$ cat config.mk
export PLATFORM = sky130hd
export DESIGN_NAME = vcc_div
export DESIGN_NICKNAME = d
export VERILOG_FILES = /design/src/rtl/vcc_pkg.sv /design/src/rtl/vcc_div.sv
export SDC_FILE = /design/constraint.sdc
export NUM_CORES = 1
export LEC_CHECK = 0
export ABC_CLOCK_PERIOD_IN_PS = 3600
export BUFFER_PORTS_ARGS = -buffer_cell sky130_fd_sc_hd__clkbuf_2
export CORE_MARGIN = 3
export CORE_UTILIZATION = 56
export CTS_CLUSTER_SIZE = 10
export DETAILED_ROUTE_END_ITERATION = 10
export GPL_TIMING_DRIVEN = 0
export HOLD_SLACK_MARGIN = 0.12
export PLACE_DENSITY_LB_ADDON = 0.12
export SYNTH_ARGS = -nofsm -noshare
export SYNTH_HDL_FRONTEND = slang
export SYNTH_SLANG_ARGS = --single-unit
$ cat constraint.sdc
create_clock -name clk -period 3.6 [get_ports clk]
set_clock_uncertainty 0.2 [all_clocks]
set_input_delay 0.18 -clock clk [delete_from_list [all_inputs] [get_ports clk]]
set_output_delay 0.18 -clock clk [all_outputs]
set_load 0.005 [all_outputs]
$ cat src/rtl/vcc_pkg.sv
// Shared types, constants and helper functions of the view camera controller.
`timescale 1ns / 1ps
package vcc_pkg;

  // Fixed-point format of positions, zoom, angles and times.
  localparam int FRAC_BITS = 16;
  localparam int TRIG_FRAC = 30;

  // Action codes carried in the input item.
  localparam logic [2:0] ACT_TICK      = 3'd0;
  localparam logic [2:0] ACT_PAN       = 3'd1;
  localparam logic [2:0] ACT_ROTATE    = 3'd2;
  localparam logic [2:0] ACT_ZOOM_AT   = 3'd3;
  localparam logic [2:0] ACT_RESET     = 3'd4;
  localparam logic [2:0] ACT_SCREEN2W  = 3'd5;
  localparam logic [2:0] ACT_LOAD_INIT = 3'd6;

  // Configuration register indexes.
  localparam logic [2:0] CFG_WIN_W     = 3'd0;
  localparam logic [2:0] CFG_WIN_H     = 3'd1;
  localparam logic [2:0] CFG_SPEED     = 3'd2;
  localparam logic [2:0] CFG_INIT_X    = 3'd3;
  localparam logic [2:0] CFG_INIT_Y    = 3'd4;
  localparam logic [2:0] CFG_INIT_ZOOM = 3'd5;

  localparam logic [13:0] WIN_W_DEFAULT   = 14'd1280;
  localparam logic [13:0] WIN_H_DEFAULT   = 14'd720;
  localparam logic [23:0] SPEED_RESET     = 24'(15 << FRAC_BITS);
  localparam logic [22:0] INIT_ZOOM_RESET = 23'(1 << FRAC_BITS);

  localparam logic [23:0] ZOOM_ONE = 24'(1 << FRAC_BITS);
  localparam logic [23:0] ZOOM_MIN = 24'(((1 << FRAC_BITS) + 5) / 10);
  localparam logic [23:0] ZOOM_MAX = 24'(100 << FRAC_BITS);

  localparam logic signed [63:0] POS_MAX = (64'sd1 <<< 47) - 64'sd1;
  localparam logic signed [63:0] POS_MIN = -POS_MAX - 64'sd1;
  localparam logic signed [63:0] ANG_MAX = (64'sd1 <<< 31) - 64'sd1;
  localparam logic signed [63:0] ANG_MIN = -ANG_MAX - 64'sd1;

  // Shared multiplier: a is consumed in chunks, most significant first.
  localparam int MUL_A_W     = 64;
  localparam int MUL_B_W     = 32;
  localparam int MUL_CHUNK_W = 16;
  localparam int MUL_STEPS   = MUL_A_W / MUL_CHUNK_W;
  localparam int MUL_P_W     = MUL_A_W + MUL_B_W;

  // Shared divider: computes num * 2^FRAC_BITS / den, one quotient bit per cycle.
  localparam int DIV_N_W = 36;
  localparam int DIV_D_W = 24;
  localparam int DIV_Q_W = DIV_N_W + FRAC_BITS;

  // CORDIC: angles in degrees with DEG_FRAC fraction bits.
  localparam int CS_W         = 36;
  localparam int CS_U_W       = 41;
  localparam int CS_ITERS     = 24;
  localparam int CS_RED_STEPS = 8;
  localparam int DEG_FRAC     = 24;
  localparam int DEG_SHIFT    = DEG_FRAC - FRAC_BITS;
  localparam logic [CS_U_W-1:0] CS_FULL    = CS_U_W'(64'd360 << DEG_FRAC);
  localparam logic signed [CS_W-1:0] CS_FULL_S    = CS_W'(64'd360 << DEG_FRAC);
  localparam logic signed [CS_W-1:0] CS_HALF_S    = CS_W'(64'd180 << DEG_FRAC);
  localparam logic signed [CS_W-1:0] CS_QUARTER_S = CS_W'(64'd90 << DEG_FRAC);
  localparam logic signed [CS_W-1:0] CS_X0        = CS_W'(64'd652032874);

  typedef struct packed {
    logic [2:0]         action;
    logic [23:0]        delta_time;
    logic signed [31:0] offset_x;
    logic signed [31:0] offset_y;
    logic signed [31:0] angle_step;
    logic [23:0]        zoom_factor;
    logic signed [31:0] point_x;
    logic signed [31:0] point_y;
  } in_item_t;

  typedef struct packed {
    logic signed [47:0] world_x;
    logic signed [47:0] world_y;
  } out_item_t;

  typedef struct packed {
    logic               go;
    logic [MUL_A_W-1:0] a;
    logic [MUL_B_W-1:0] b;
  } mul_req_t;

  typedef struct packed {
    logic               done;
    logic [MUL_P_W-1:0] prod;
  } mul_rsp_t;

  typedef struct packed {
    logic               go;
    logic [DIV_N_W-1:0] num;
    logic [DIV_D_W-1:0] den;
  } div_req_t;

  typedef struct packed {
    logic               done;
    logic [DIV_Q_W-1:0] quo;
  } div_rsp_t;

  typedef struct packed {
    logic               go;
    logic signed [31:0] angle;
  } cs_req_t;

  typedef struct packed {
    logic                 done;
    logic signed [CS_W-1:0] cos_v;
    logic signed [CS_W-1:0] sin_v;
  } cs_rsp_t;

  function automatic logic signed [47:0] sat_pos(input logic signed [63:0] v);
    logic signed [63:0] r;
    r = (v > POS_MAX) ? POS_MAX : ((v < POS_MIN) ? POS_MIN : v);
    return r[47:0];
  endfunction

  function automatic logic signed [31:0] sat_ang(input logic signed [63:0] v);
    logic signed [63:0] r;
    r = (v > ANG_MAX) ? ANG_MAX : ((v < ANG_MIN) ? ANG_MIN : v);
    return r[31:0];
  endfunction

  function automatic logic [23:0] clamp_zoom(input logic signed [63:0] v);
    logic [23:0] r;
    if (v < signed'(64'(ZOOM_MIN))) begin
      r = ZOOM_MIN;
    end else if (v > signed'(64'(ZOOM_MAX))) begin
      r = ZOOM_MAX;
    end else begin
      r = v[23:0];
    end
    return r;
  endfunction

  // Arctangent of 2^-i in degrees with DEG_FRAC fraction bits.
  function automatic logic [29:0] atan_deg(input logic [4:0] i);
    logic [29:0] r;
    unique case (i)
      5'd0:  r = 30'd754974720;
      5'd1:  r = 30'd445687602;
      5'd2:  r = 30'd235489088;
      5'd3:  r = 30'd119537938;
      5'd4:  r = 30'd60000934;
      5'd5:  r = 30'd30029717;
      5'd6:  r = 30'd15018523;
      5'd7:  r = 30'd7509720;
      5'd8:  r = 30'd3754917;
      5'd9:  r = 30'd1877466;
      5'd10: r = 30'd938734;
      5'd11: r = 30'd469367;
      5'd12: r = 30'd234684;
      5'd13: r = 30'd117342;
      5'd14: r = 30'd58671;
      5'd15: r = 30'd29335;
      5'd16: r = 30'd14668;
      5'd17: r = 30'd7334;
      5'd18: r = 30'd3667;
      5'd19: r = 30'd1833;
      5'd20: r = 30'd917;
      5'd21: r = 30'd458;
      5'd22: r = 30'd229;
      5'd23: r = 30'd115;
      default: r = 30'd0;
    endcase
    return r;
  endfunction

endpackage

$ cat src/rtl/vcc_div.sv
// Restoring divider that forms num * 2^FRAC_BITS / den one quotient bit per cycle.
`timescale 1ns / 1ps
module vcc_div (
  input  logic              clk,
  input  logic              rst_n,
  input  vcc_pkg::div_req_t req,
  output vcc_pkg::div_rsp_t rsp
);

  logic [vcc_pkg::DIV_Q_W-1:0] dvd_r;
  logic [vcc_pkg::DIV_D_W-1:0] rem_r;
  logic [vcc_pkg::DIV_D_W-1:0] den_r;
  logic [$clog2(vcc_pkg::DIV_Q_W)-1:0] cnt_r;
  logic run_r;
  logic done_r;
  logic [vcc_pkg::DIV_D_W:0] rem_sh;
  logic [vcc_pkg::DIV_D_W:0] rem_sub;
  logic ge;

  assign rem_sh  = {rem_r, dvd_r[vcc_pkg::DIV_Q_W-1]};
  assign ge      = rem_sh >= {1'b0, den_r};
  assign rem_sub = rem_sh - {1'b0, den_r};

  always_ff @(posedge clk) begin
    if (!rst_n) begin
      run_r  <= 1'b0;
      done_r <= 1'b0;
      cnt_r  <= '0;
    end else begin
      done_r <= 1'b0;
      if (req.go) begin
        dvd_r <= vcc_pkg::DIV_Q_W'(req.num) << vcc_pkg::FRAC_BITS;
        rem_r <= '0;
        den_r <= req.den;
        cnt_r <= '0;
        run_r <= 1'b1;
      end else if (run_r) begin
        rem_r <= ge ? rem_sub[vcc_pkg::DIV_D_W-1:0] : rem_sh[vcc_pkg::DIV_D_W-1:0];
        dvd_r <= {dvd_r[vcc_pkg::DIV_Q_W-2:0], ge};
        cnt_r <= cnt_r + 1'b1;
        if (cnt_r == $bits(cnt_r)'(vcc_pkg::DIV_Q_W - 1)) begin
          run_r  <= 1'b0;
          done_r <= 1'b1;
        end
      end
    end
  end

  assign rsp.done = done_r;
  assign rsp.quo  = dvd_r;

endmodule

==> results.yml <==
clocking:
  tritoncts: "built"
  root_buffer: "clkbuf_8"
  clock_path_buffers: 2
  clkSinkCount: 108
  numCtsBuffers: 9
  clk_latency_ns: 0.40
  clk_pin_slew_ns: 0.11
  cts_setup_buffers: 0
  h-tree-depth: 3
  cts_resized: 0
floorplanning:
  io_pins: 116
  core.rowCount: 36
  core-area_um2: 10000
  die_y_um: 109
  die_w_um: 109
  die_area_um2: 11800
  start_util: 0.589
pwr:
  power.density_nw_per_um2: 419
  total_power_mw: 3.14
  cell_internal_pwr_mw: 2.18
  p_sw_mw: 0.958
  swShare: 0.305
  ir_worst_vdd_uv: 385
  combPwrFrac: 0.262
  p_seq_frac: 0.489
  p_leak_nw: 3.04
  p_clk_frac: 0.249
critical_path:
  cp_top_family: "compound AO/OA/AOI/OAI gates"
  critPathRequiredTime_ns: 3.51
  cp_common_cell: "a21oi_1"
  crit_type: "reg2reg"
  cp_cell_sequence: "inv_1, ha_1, fa_1, nand2b_1, a21oi_1, o31ai_1, a21boi_0, or3_1, o211ai_1, a21oi_1"
  worstSetupStartpointType: "flip-flop"
  slowest_delay_ns: 0.64
  critPathCaptureType: "flip-flop"
  crit_buf_inv: 1
  cp_slowest_cell: "o31ai_1"
  arrival_ns: 2.99
  cp_num_cells: 10
  ff2ff_path_depth: 10
  worst-path-max-fanout: 5
timing:
  hold_viol_final: 0
  fin_crit_ns: 3.08
  final.period_utilization: 0.854
  slew-limit-headroom: 0.146
  worst_slew_pin_slew_ns: 1.28
  fmax_ghz: 0.325
  timing.setup.tns_ns: 0
  maxSlewViolCount: 0
  rsz0062_at_grt: "false"
  setup_ws_ns: 0.524
  setup_violations: 0
finish:
  mostFrequentLayoutCells: "clkbuf_2, edfxtp_1, dlygate4sd3_1"
  final_nets: 795
  layout_commonest_cell: "clkbuf_2"
  area_growth_pct: 26.7
  drive_gt1_frac: 0.283
  diodes: 0
  stdcell_area_um2: 7500
  final_core_util: 0.747
routing:
  wl_met1_um: 6380
  avgRoutedWirePerCell_um: 18.7
  top_layer: "met4"
  drc_errors: 0
  drt.antenna.violating_nets: 0
  dr_wl_met3_um: 1340
  drt_pre_antenna_iters: 4
  drtIter0Drc: 268
  viasPerCell: 5.71
  vias: 4820
  met2WireLength_um: 7760
  routed_wl_um: 15800
job:
  cap_violations: 0
hold_path:
  whs_path_depth: 2
  hold_class: "in2reg"
synth:
  synth-main-ff-cell: "edfxtp_1"
  synth.area.top_cells: "edfxtp_1, mux2_2, ha_1"
  ys_seq_area_frac: 0.534
  async_flop_share: 0
  synth_seq_cells: 108
  synth.cell_area_um2: 5920
  syn-instance-count: 519
  syn-mean-instance-area_um2: 11.4
  yosys.area.top_type_share: 0.507
  ys.warnings.count: 0
  synth-edff-count: 100
  ys_types: 62
  synth.net_count: 608
  synth.largest_area_cell: "edfxtp_1"
global_route:
  grt_pass1_wl_um: 25300
  grt_max_degree: 57
  grt_usage: 0.282
  antenna_found_initial: 0
  grt_pass1_vias: 4933
  grt-ovfl-total: 0
placed_design:
  place_area_um2: 6690
  dpl.hpwl_um: 10200
  dpl_worst_slack_ns: 0.593
  numPortBuffers: 114
  gp_congestion: 0.900
outcome:
  status: "finished clean"
==> sequential cells by signal, indices dropped and copies added, names as in the netlist <==
| register | count |
|---|---|
| cnt_r | 6 |
| den_r | 24 |
| done_r | 1 |
| dvd_r | 52 |
| rem_r | 24 |
| run_r | 1 |
==> repair_timing <==
action | in CTS | in global routing
setup endpoints to repair | 0 | 0
hold buffers | 61 | 0
endpoints found under the hold margin | 67 | 0
==> logic make-up after synthesis <==
| family | synth area share |
|---|---|
| flops | 0.534 |
| buf+inv | 0.0465 |
| mux | 0.0719 |
| simple gates | 0.115 |
| compound gates | 0.151 |
| fa+ha+maj | 0.0562 |
| xor+xnor | 0.0252 |
==> power groups by stage <==
| stage | Sequential, mW | Clock (mW) | Combinational, mW |
|---|---|---|---|
| after floorplan | 1.55 | 0 | 0.537 |
| after global placement | 1.56 | 0 | 0.727 |
| after detailed placement | 1.56 | 0 | 0.750 |
| after CTS | 1.53 | 0.796 | 0.806 |
| after global routing | 1.54 | 0.832 | 0.916 |
| final | 1.53 | 0.782 | 0.824 |
==> path summary, 6_finish.rpt <==
| path | startpoint | endpoint | slack (ns) |
|---|---|---|---|
| worst max register to register | dvd_r[51] | rem_r[14] | 0.52 |
| worst min register to register | cnt_r[5] | cnt_r[5] | 0.31 |
| worst min-delay path | req[60] | dvd_r[17] | 0.23 |
| worst max-delay path | dvd_r[51] | rem_r[14] | 0.52 |
==> routing by layer <==
metal / vias to the layer above / GRT usage
met5: - / 0
met4: 0 / 0.0965
met3: 27 / 0.0787
met2: 234 / 0.462
met1: 2258 / 0.362
li1: 2301 / -
==> cells in the mapped netlist, drive strengths merged, types with 2 or more instances <==
cell type  count
a21o           6
a311oi         2
xor2          10
mux2          36
o21a          10
nor2b         19
xnor2          7
or3            4
o21ai         29
a211oi         8
inv           37
clkbuf         7
nand3         22
and2           3
nand2         32
or2            2
a211o          2
nor2          22
o31a           2
o31ai          5
mux2i          2
dfxtp          8
nor3          14
a31oi          2
a21boi         2
buf           20
a21oi         43
and4           2
edfxtp       100
o21bai         2
ha            25
o211ai        10
nand4          7
==> final cells by class <==
cell class	count	area, um2
sequential	108	3160
fill	709	2540
multi-input combinational	347	2490
timing repair buffer	176	1210
tap	133	166
inverter	37	139
buffer	27	136
clock buffer	10	128
clock inverter	6	72.6
==> stage by stage <==
step	hold slack (ns)	std cells
global placement	0.156	766
detailed placement	0.159	767
finish	0.225	844
floorplan	0.0789	519
CTS	0.182	844
global route	0.241	844
Power figures use the tool's default switching activity.
