### src/rtl/vcc_pkg.sv
// Shared types, constants and helper functions of the view camera controller.
`timescale 1ns / 1ps
package vcc_pkg;

  // Fixed-point format of positions, zoom, angles and times.
  localparam int FRAC_BITS = 16;
  localparam int TRIG_FRAC = 30;

  // Action codes carried in the input item.
  localparam logic [2:0] ACT_TICK      = 3'd0;
  localparam logic [2:0] ACT_PAN       = 3'd1;
  localparam logic [2:0] ACT_ROTATE    = 3'd2;
  localparam logic [2:0] ACT_ZOOM_AT   = 3'd3;
  localparam logic [2:0] ACT_RESET     = 3'd4;
  localparam logic [2:0] ACT_SCREEN2W  = 3'd5;
  localparam logic [2:0] ACT_LOAD_INIT = 3'd6;

  // Configuration register indexes.
  localparam logic [2:0] CFG_WIN_W     = 3'd0;
  localparam logic [2:0] CFG_WIN_H     = 3'd1;
  localparam logic [2:0] CFG_SPEED     = 3'd2;
  localparam logic [2:0] CFG_INIT_X    = 3'd3;
  localparam logic [2:0] CFG_INIT_Y    = 3'd4;
  localparam logic [2:0] CFG_INIT_ZOOM = 3'd5;

  localparam logic [13:0] WIN_W_DEFAULT   = 14'd1280;
  localparam logic [13:0] WIN_H_DEFAULT   = 14'd720;
  localparam logic [23:0] SPEED_RESET     = 24'(15 << FRAC_BITS);
  localparam logic [22:0] INIT_ZOOM_RESET = 23'(1 << FRAC_BITS);

  localparam logic [23:0] ZOOM_ONE = 24'(1 << FRAC_BITS);
  localparam logic [23:0] ZOOM_MIN = 24'(((1 << FRAC_BITS) + 5) / 10);
  localparam logic [23:0] ZOOM_MAX = 24'(100 << FRAC_BITS);

  localparam logic signed [63:0] POS_MAX = (64'sd1 <<< 47) - 64'sd1;
  localparam logic signed [63:0] POS_MIN = -POS_MAX - 64'sd1;
  localparam logic signed [63:0] ANG_MAX = (64'sd1 <<< 31) - 64'sd1;
  localparam logic signed [63:0] ANG_MIN = -ANG_MAX - 64'sd1;

  // Shared multiplier: a is consumed in chunks, most significant first.
  localparam int MUL_A_W     = 64;
  localparam int MUL_B_W     = 32;
  localparam int MUL_CHUNK_W = 16;
  localparam int MUL_STEPS   = MUL_A_W / MUL_CHUNK_W;
  localparam int MUL_P_W     = MUL_A_W + MUL_B_W;

  // Shared divider: computes num * 2^FRAC_BITS / den, one quotient bit per cycle.
  localparam int DIV_N_W = 36;
  localparam int DIV_D_W = 24;
  localparam int DIV_Q_W = DIV_N_W + FRAC_BITS;

  // CORDIC: angles in degrees with DEG_FRAC fraction bits.
  localparam int CS_W         = 36;
  localparam int CS_U_W       = 41;
  localparam int CS_ITERS     = 24;
  localparam int CS_RED_STEPS = 8;
  localparam int DEG_FRAC     = 24;
  localparam int DEG_SHIFT    = DEG_FRAC - FRAC_BITS;
  localparam logic [CS_U_W-1:0] CS_FULL    = CS_U_W'(64'd360 << DEG_FRAC);
  localparam logic signed [CS_W-1:0] CS_FULL_S    = CS_W'(64'd360 << DEG_FRAC);
  localparam logic signed [CS_W-1:0] CS_HALF_S    = CS_W'(64'd180 << DEG_FRAC);
  localparam logic signed [CS_W-1:0] CS_QUARTER_S = CS_W'(64'd90 << DEG_FRAC);
  localparam logic signed [CS_W-1:0] CS_X0        = CS_W'(64'd652032874);

  typedef struct packed {
    logic [2:0]         action;
    logic [23:0]        delta_time;
    logic signed [31:0] offset_x;
    logic signed [31:0] offset_y;
    logic signed [31:0] angle_step;
    logic [23:0]        zoom_factor;
    logic signed [31:0] point_x;
    logic signed [31:0] point_y;
  } in_item_t;

  typedef struct packed {
    logic signed [47:0] world_x;
    logic signed [47:0] world_y;
  } out_item_t;

  typedef struct packed {
    logic               go;
    logic [MUL_A_W-1:0] a;
    logic [MUL_B_W-1:0] b;
  } mul_req_t;

  typedef struct packed {
    logic               done;
    logic [MUL_P_W-1:0] prod;
  } mul_rsp_t;

  typedef struct packed {
    logic               go;
    logic [DIV_N_W-1:0] num;
    logic [DIV_D_W-1:0] den;
  } div_req_t;

  typedef struct packed {
    logic               done;
    logic [DIV_Q_W-1:0] quo;
  } div_rsp_t;

  typedef struct packed {
    logic               go;
    logic signed [31:0] angle;
  } cs_req_t;

  typedef struct packed {
    logic                 done;
    logic signed [CS_W-1:0] cos_v;
    logic signed [CS_W-1:0] sin_v;
  } cs_rsp_t;

  function automatic logic signed [47:0] sat_pos(input logic signed [63:0] v);
    logic signed [63:0] r;
    r = (v > POS_MAX) ? POS_MAX : ((v < POS_MIN) ? POS_MIN : v);
    return r[47:0];
  endfunction

  function automatic logic signed [31:0] sat_ang(input logic signed [63:0] v);
    logic signed [63:0] r;
    r = (v > ANG_MAX) ? ANG_MAX : ((v < ANG_MIN) ? ANG_MIN : v);
    return r[31:0];
  endfunction

  function automatic logic [23:0] clamp_zoom(input logic signed [63:0] v);
    logic [23:0] r;
    if (v < signed'(64'(ZOOM_MIN))) begin
      r = ZOOM_MIN;
    end else if (v > signed'(64'(ZOOM_MAX))) begin
      r = ZOOM_MAX;
    end else begin
      r = v[23:0];
    end
    return r;
  endfunction

  // Arctangent of 2^-i in degrees with DEG_FRAC fraction bits.
  function automatic logic [29:0] atan_deg(input logic [4:0] i);
    logic [29:0] r;
    unique case (i)
      5'd0:  r = 30'd754974720;
      5'd1:  r = 30'd445687602;
      5'd2:  r = 30'd235489088;
      5'd3:  r = 30'd119537938;
      5'd4:  r = 30'd60000934;
      5'd5:  r = 30'd30029717;
      5'd6:  r = 30'd15018523;
      5'd7:  r = 30'd7509720;
      5'd8:  r = 30'd3754917;
      5'd9:  r = 30'd1877466;
      5'd10: r = 30'd938734;
      5'd11: r = 30'd469367;
      5'd12: r = 30'd234684;
      5'd13: r = 30'd117342;
      5'd14: r = 30'd58671;
      5'd15: r = 30'd29335;
      5'd16: r = 30'd14668;
      5'd17: r = 30'd7334;
      5'd18: r = 30'd3667;
      5'd19: r = 30'd1833;
      5'd20: r = 30'd917;
      5'd21: r = 30'd458;
      5'd22: r = 30'd229;
      5'd23: r = 30'd115;
      default: r = 30'd0;
    endcase
    return r;
  endfunction

endpackage

### src/rtl/vcc_mul.sv
// Iterative unsigned multiplier that takes one chunk of the first operand per cycle.
`timescale 1ns / 1ps
module vcc_mul (
  input  logic              clk,
  input  logic              rst_n,
  input  vcc_pkg::mul_req_t req,
  output vcc_pkg::mul_rsp_t rsp
);

  logic [vcc_pkg::MUL_A_W-1:0] a_r;
  logic [vcc_pkg::MUL_B_W-1:0] b_r;
  logic [vcc_pkg::MUL_P_W-1:0] acc_r;
  logic [$clog2(vcc_pkg::MUL_STEPS)-1:0] cnt_r;
  logic run_r;
  logic done_r;
  logic [vcc_pkg::MUL_CHUNK_W+vcc_pkg::MUL_B_W-1:0] pp;

  assign pp = a_r[vcc_pkg::MUL_A_W-1 -: vcc_pkg::MUL_CHUNK_W] * b_r;

  always_ff @(posedge clk) begin
    if (!rst_n) begin
      run_r  <= 1'b0;
      done_r <= 1'b0;
      cnt_r  <= '0;
    end else begin
      done_r <= 1'b0;
      if (req.go) begin
        a_r   <= req.a;
        b_r   <= req.b;
        acc_r <= '0;
        cnt_r <= '0;
        run_r <= 1'b1;
      end else if (run_r) begin
        acc_r <= (acc_r << vcc_pkg::MUL_CHUNK_W) + vcc_pkg::MUL_P_W'(pp);
        a_r   <= a_r << vcc_pkg::MUL_CHUNK_W;
        cnt_r <= cnt_r + 1'b1;
        if (cnt_r == $bits(cnt_r)'(vcc_pkg::MUL_STEPS - 1)) begin
          run_r  <= 1'b0;
          done_r <= 1'b1;
        end
      end
    end
  end

  assign rsp.done = done_r;
  assign rsp.prod = acc_r;

endmodule

### config.mk
export PLATFORM = sky130hd
export DESIGN_NAME = vcc_mul
export DESIGN_NICKNAME = d
export VERILOG_FILES = /design/src/rtl/vcc_pkg.sv /design/src/rtl/vcc_mul.sv
export SDC_FILE = /design/constraint.sdc
export NUM_CORES = 2
export LEC_CHECK = 0
export ABC_AREA = 1
export ABC_CLOCK_PERIOD_IN_PS = 13950
export BUFFER_PORTS_ARGS = -buffer_cell sky130_fd_sc_hd__buf_2
export CAP_MARGIN = 20
export CORE_MARGIN = 1.5
export CORE_UTILIZATION = 50
export DETAILED_ROUTE_END_ITERATION = 8
export HOLD_SLACK_MARGIN = 0.02
export PLACE_DENSITY = 0.74
export RECOVER_POWER = 25
export SYNTH_ARGS = -nofsm -noshare
export SYNTH_HDL_FRONTEND = slang
export SYNTH_SLANG_ARGS = --single-unit
### constraint.sdc
create_clock -name clk -period 13.95 [get_ports clk]
set_input_delay 1.395 -clock clk [delete_from_list [all_inputs] [get_ports clk]]
set_output_delay 1.395 -clock clk [all_outputs]
set_load 0.02 [all_outputs]
==> results.sh <==
export IMPL_dp_hpwl_mm=66.93
export IMPL_seq_area_frac_synth_pct=20.21
export IMPL_critPathLaunchType="register"
export IMPL_tightest_slew_ps=4202
export IMPL_syn_nets=4526
export IMPL_cts_setup_buffers=0
export IMPL_holdPathEnd="cnt_r[1]"
export IMPL_fin_area_sq_mm=0.03112
export IMPL_syn_to_final_growth_pct=7.570
export IMPL_synth_cell_types=39
export IMPL_grt_max_degree=82
export IMPL_finClkSkew_ps=15.23
export IMPL_globalRouteOverflowTotal=0
export IMPL_viasPerCell=5.030
export IMPL_fmax_mhz=153.2
export IMPL_dieHeight_microns=243.5
export IMPL_critPathArrivalTime_ps=6640
export IMPL_drv_slew=156
export IMPL_cts_hold_buf=0
export IMPL_vias=23700
export IMPL_rrSetupSlack_ps=7420
export IMPL_min_delay_start="cnt_r[1]"
export IMPL_layout_drive_gt1_share_pct=9.006
export IMPL_num_rows=87
export IMPL_slew_headroom_pct=-180.1
export IMPL_critPathRequiredTime_ps=14060
export IMPL_io_pins=196
export IMPL_finalHoldViolations=0
export IMPL_finalWirelength_mm=82.37
export IMPL_cts_root_buf="clkbuf_16"
export IMPL_grt_antenna_before_repair=3
export IMPL_grt_pass1_vias=24010
export IMPL_ys_seq_elements=196
export IMPL_cts_buffer_depth=2
export IMPL_grt_pass1_wl_mm=132.7
export IMPL_design_die_area_sq_mm=0.05930
export IMPL_cts_buffers=17
export IMPL_drt_pass1_iter_count=6
export IMPL_nets=4626
export IMPL_slowest_stage="edfxtp_1"
export IMPL_dr_first_iter_drc_count=2010
export IMPL_grtUsageTotal_pct=29.14
export IMPL_gp_congestion=0.9859
export IMPL_clk_latency_ps=510
export IMPL_fp_dieW_microns=243.5
export IMPL_setup_worst_path_start="b_r[7]"
export IMPL_crit_fanout=16
export IMPL_rsz0062_at_grt="no"
export IMPL_cts_max_level=4
export IMPL_cap_viol_max_count=3
export IMPL_yosysWarnings=0
export IMPL_final_common_cell="nand2_1"
export IMPL_clkTransAtPathRegs_ps=80
export IMPL_status="complete, but fails checks"
export IMPL_synthCells=3840
export IMPL_drc_errors=0
export IMPL_path_class="reg2reg"
export IMPL_numPortBuffers=195
export IMPL_async_reset_ff_share_pct=0
export IMPL_end_kind="register"
export IMPL_hold_worst_slack_ps=508.4
export IMPL_critPathMaxStageDelay_ps=870
export IMPL_r2r_end="acc_r[48]"
export IMPL_ant_nets=0
export IMPL_setup_viol=0
export IMPL_holdCritPathClass="reg2reg"
export IMPL_tritoncts="yes"
export IMPL_path_cells="nand2_1 > fa_1 > inv_1 > fa_1 > inv_1 > fa_1 > inv_1 > fa_1 > fa_1 > fa_1 > ha_1 > nand2_2 > nor2_4 > inv_1 > nor2_1 > nand2_1 > nand2_1 > nand2_1 > nor2_1 > o21ai_0 > nand2_1 > nor2_1"
export IMPL_cts_sinks=196
export IMPL_post_dp_cell_area_sq_mm=0.03050
export IMPL_core_sq_mm=0.05682
export IMPL_period_minus_slack_ps=6529
export IMPL_synth_edf_count=192
export IMPL_synth_ff_type="edfxtp_1"
export IMPL_initial_utilization_pct=50.91
export IMPL_ctsResizeCount=0
export IMPL_min_path_cells=2
export IMPL_avgRoutedWirePerCell_microns=17.48
export IMPL_rr_worst_depth=22
export IMPL_r2r_start="b_r[7]"
export IMPL_final_cell_mix="nand2_1, inv_1, fa_1"
export IMPL_failed_checks="max-capacitance violations, max-slew violations"
export IMPL_netlist_area_sq_mm=0.02893
export IMPL_syn_area_per_cell_sq_um=7.533
export IMPL_path_common_cell="fa_1"
export IMPL_fin_crit_sh_pct=46.80
export IMPL_tns_ps=0
-- state kept, by name, summed over array words and instances (netlist names) --
| signal | cells |
|---|---|
| b_r | 32 |
| done_r | 1 |
| a_r | 64 |
| acc_r | 96 |
| cnt_r | 2 |
| run_r | 1 |
-- logic make-up after synthesis --
logic type	after synthesis	synth area share [%]
simple gates	1660	23.69
fa+ha+maj	587	37.07
flops	196	20.21
compound gates	167	3.006
xor+xnor	1	0.03028
buf+inv	1229	16.00
-- cell usage after synthesis (21+ instances only) --
cell type | instances | share of area, %
nand2_1 | 1230 | 16
inv_1 | 1076 | 14
fa_1 | 450 | 31
edfxtp_1 | 192 | 20
nor2_1 | 183 | 2.4
ha_1 | 137 | 5.9
clkbuf_1 | 131 | 1.7
a21oi_1 | 105 | 1.8
nand3_1 | 81 | 1.4
o21ai_0 | 48 | 0.83
nor2_2 | 35 | 0.76
nand2_2 | 33 | 0.71
nand4_1 | 27 | 0.58
nor3_1 | 21 | 0.36
-- cell type report --
class / instances / area, sq um
Multi-Input combinational cell: 2415 / 18450
Clock inverter: 15 / 207.7
Antenna cell: 2 / 5.005
Clock buffer: 17 / 425.4
Fill cell: 5383 / 25710
Inverter: 1093 / 4105
Tap cell: 756 / 945.9
Sequential cell: 196 / 5846
Timing Repair Buffer: 217 / 1127
-- metrics by stage --
| stage | util (%) | setup slack (ps) | std cells |
|---|---|---|---|
| 2_1_floorplan | - | 7982 | 3840 |
| 3_3_place_gp | 53.68 | 7646 | 4677 |
| 3_5_place_dp | 53.68 | 7579 | 4677 |
| 4_1_cts | 54.79 | 7520 | 4709 |
| 5_1_grt | 54.76 | 7149 | 4711 |
| 6_report | 54.76 | 7421 | 4711 |
-- routing by layer --
layer,up-vias,track usage [%],part of all wire [%]
met3,167,4.935,7.5
met5,-,0,0
met4,0,10.71,3.7
met2,964,47.44,47
met1,11320,39.22,42
li1,11240,-,-
-- worst max-delay path, delay by kind of cell (launching register included) --
family	cells	cell delay, ps
adders and majority gates	7	3530
and+or+nand+nor	10	1380
DFF	1	870
buffers and inverters	4	220
AOI/OAI and AO/OA	1	110
-- worst max path at each step --
stage / end / cells after the start
2_1_floorplan: a_r[0] / 4
5_1_grt: acc_r[82] / 24
4_1_cts: acc_r[82] / 24
3_3_place_gp: acc_r[80] / 24
6_report: acc_r[48] / 22
3_5_place_dp: acc_r[82] / 24
Power is not shown: default switching activity piles up to over one toggle a cycle in this logic, so the estimate is an artifact.
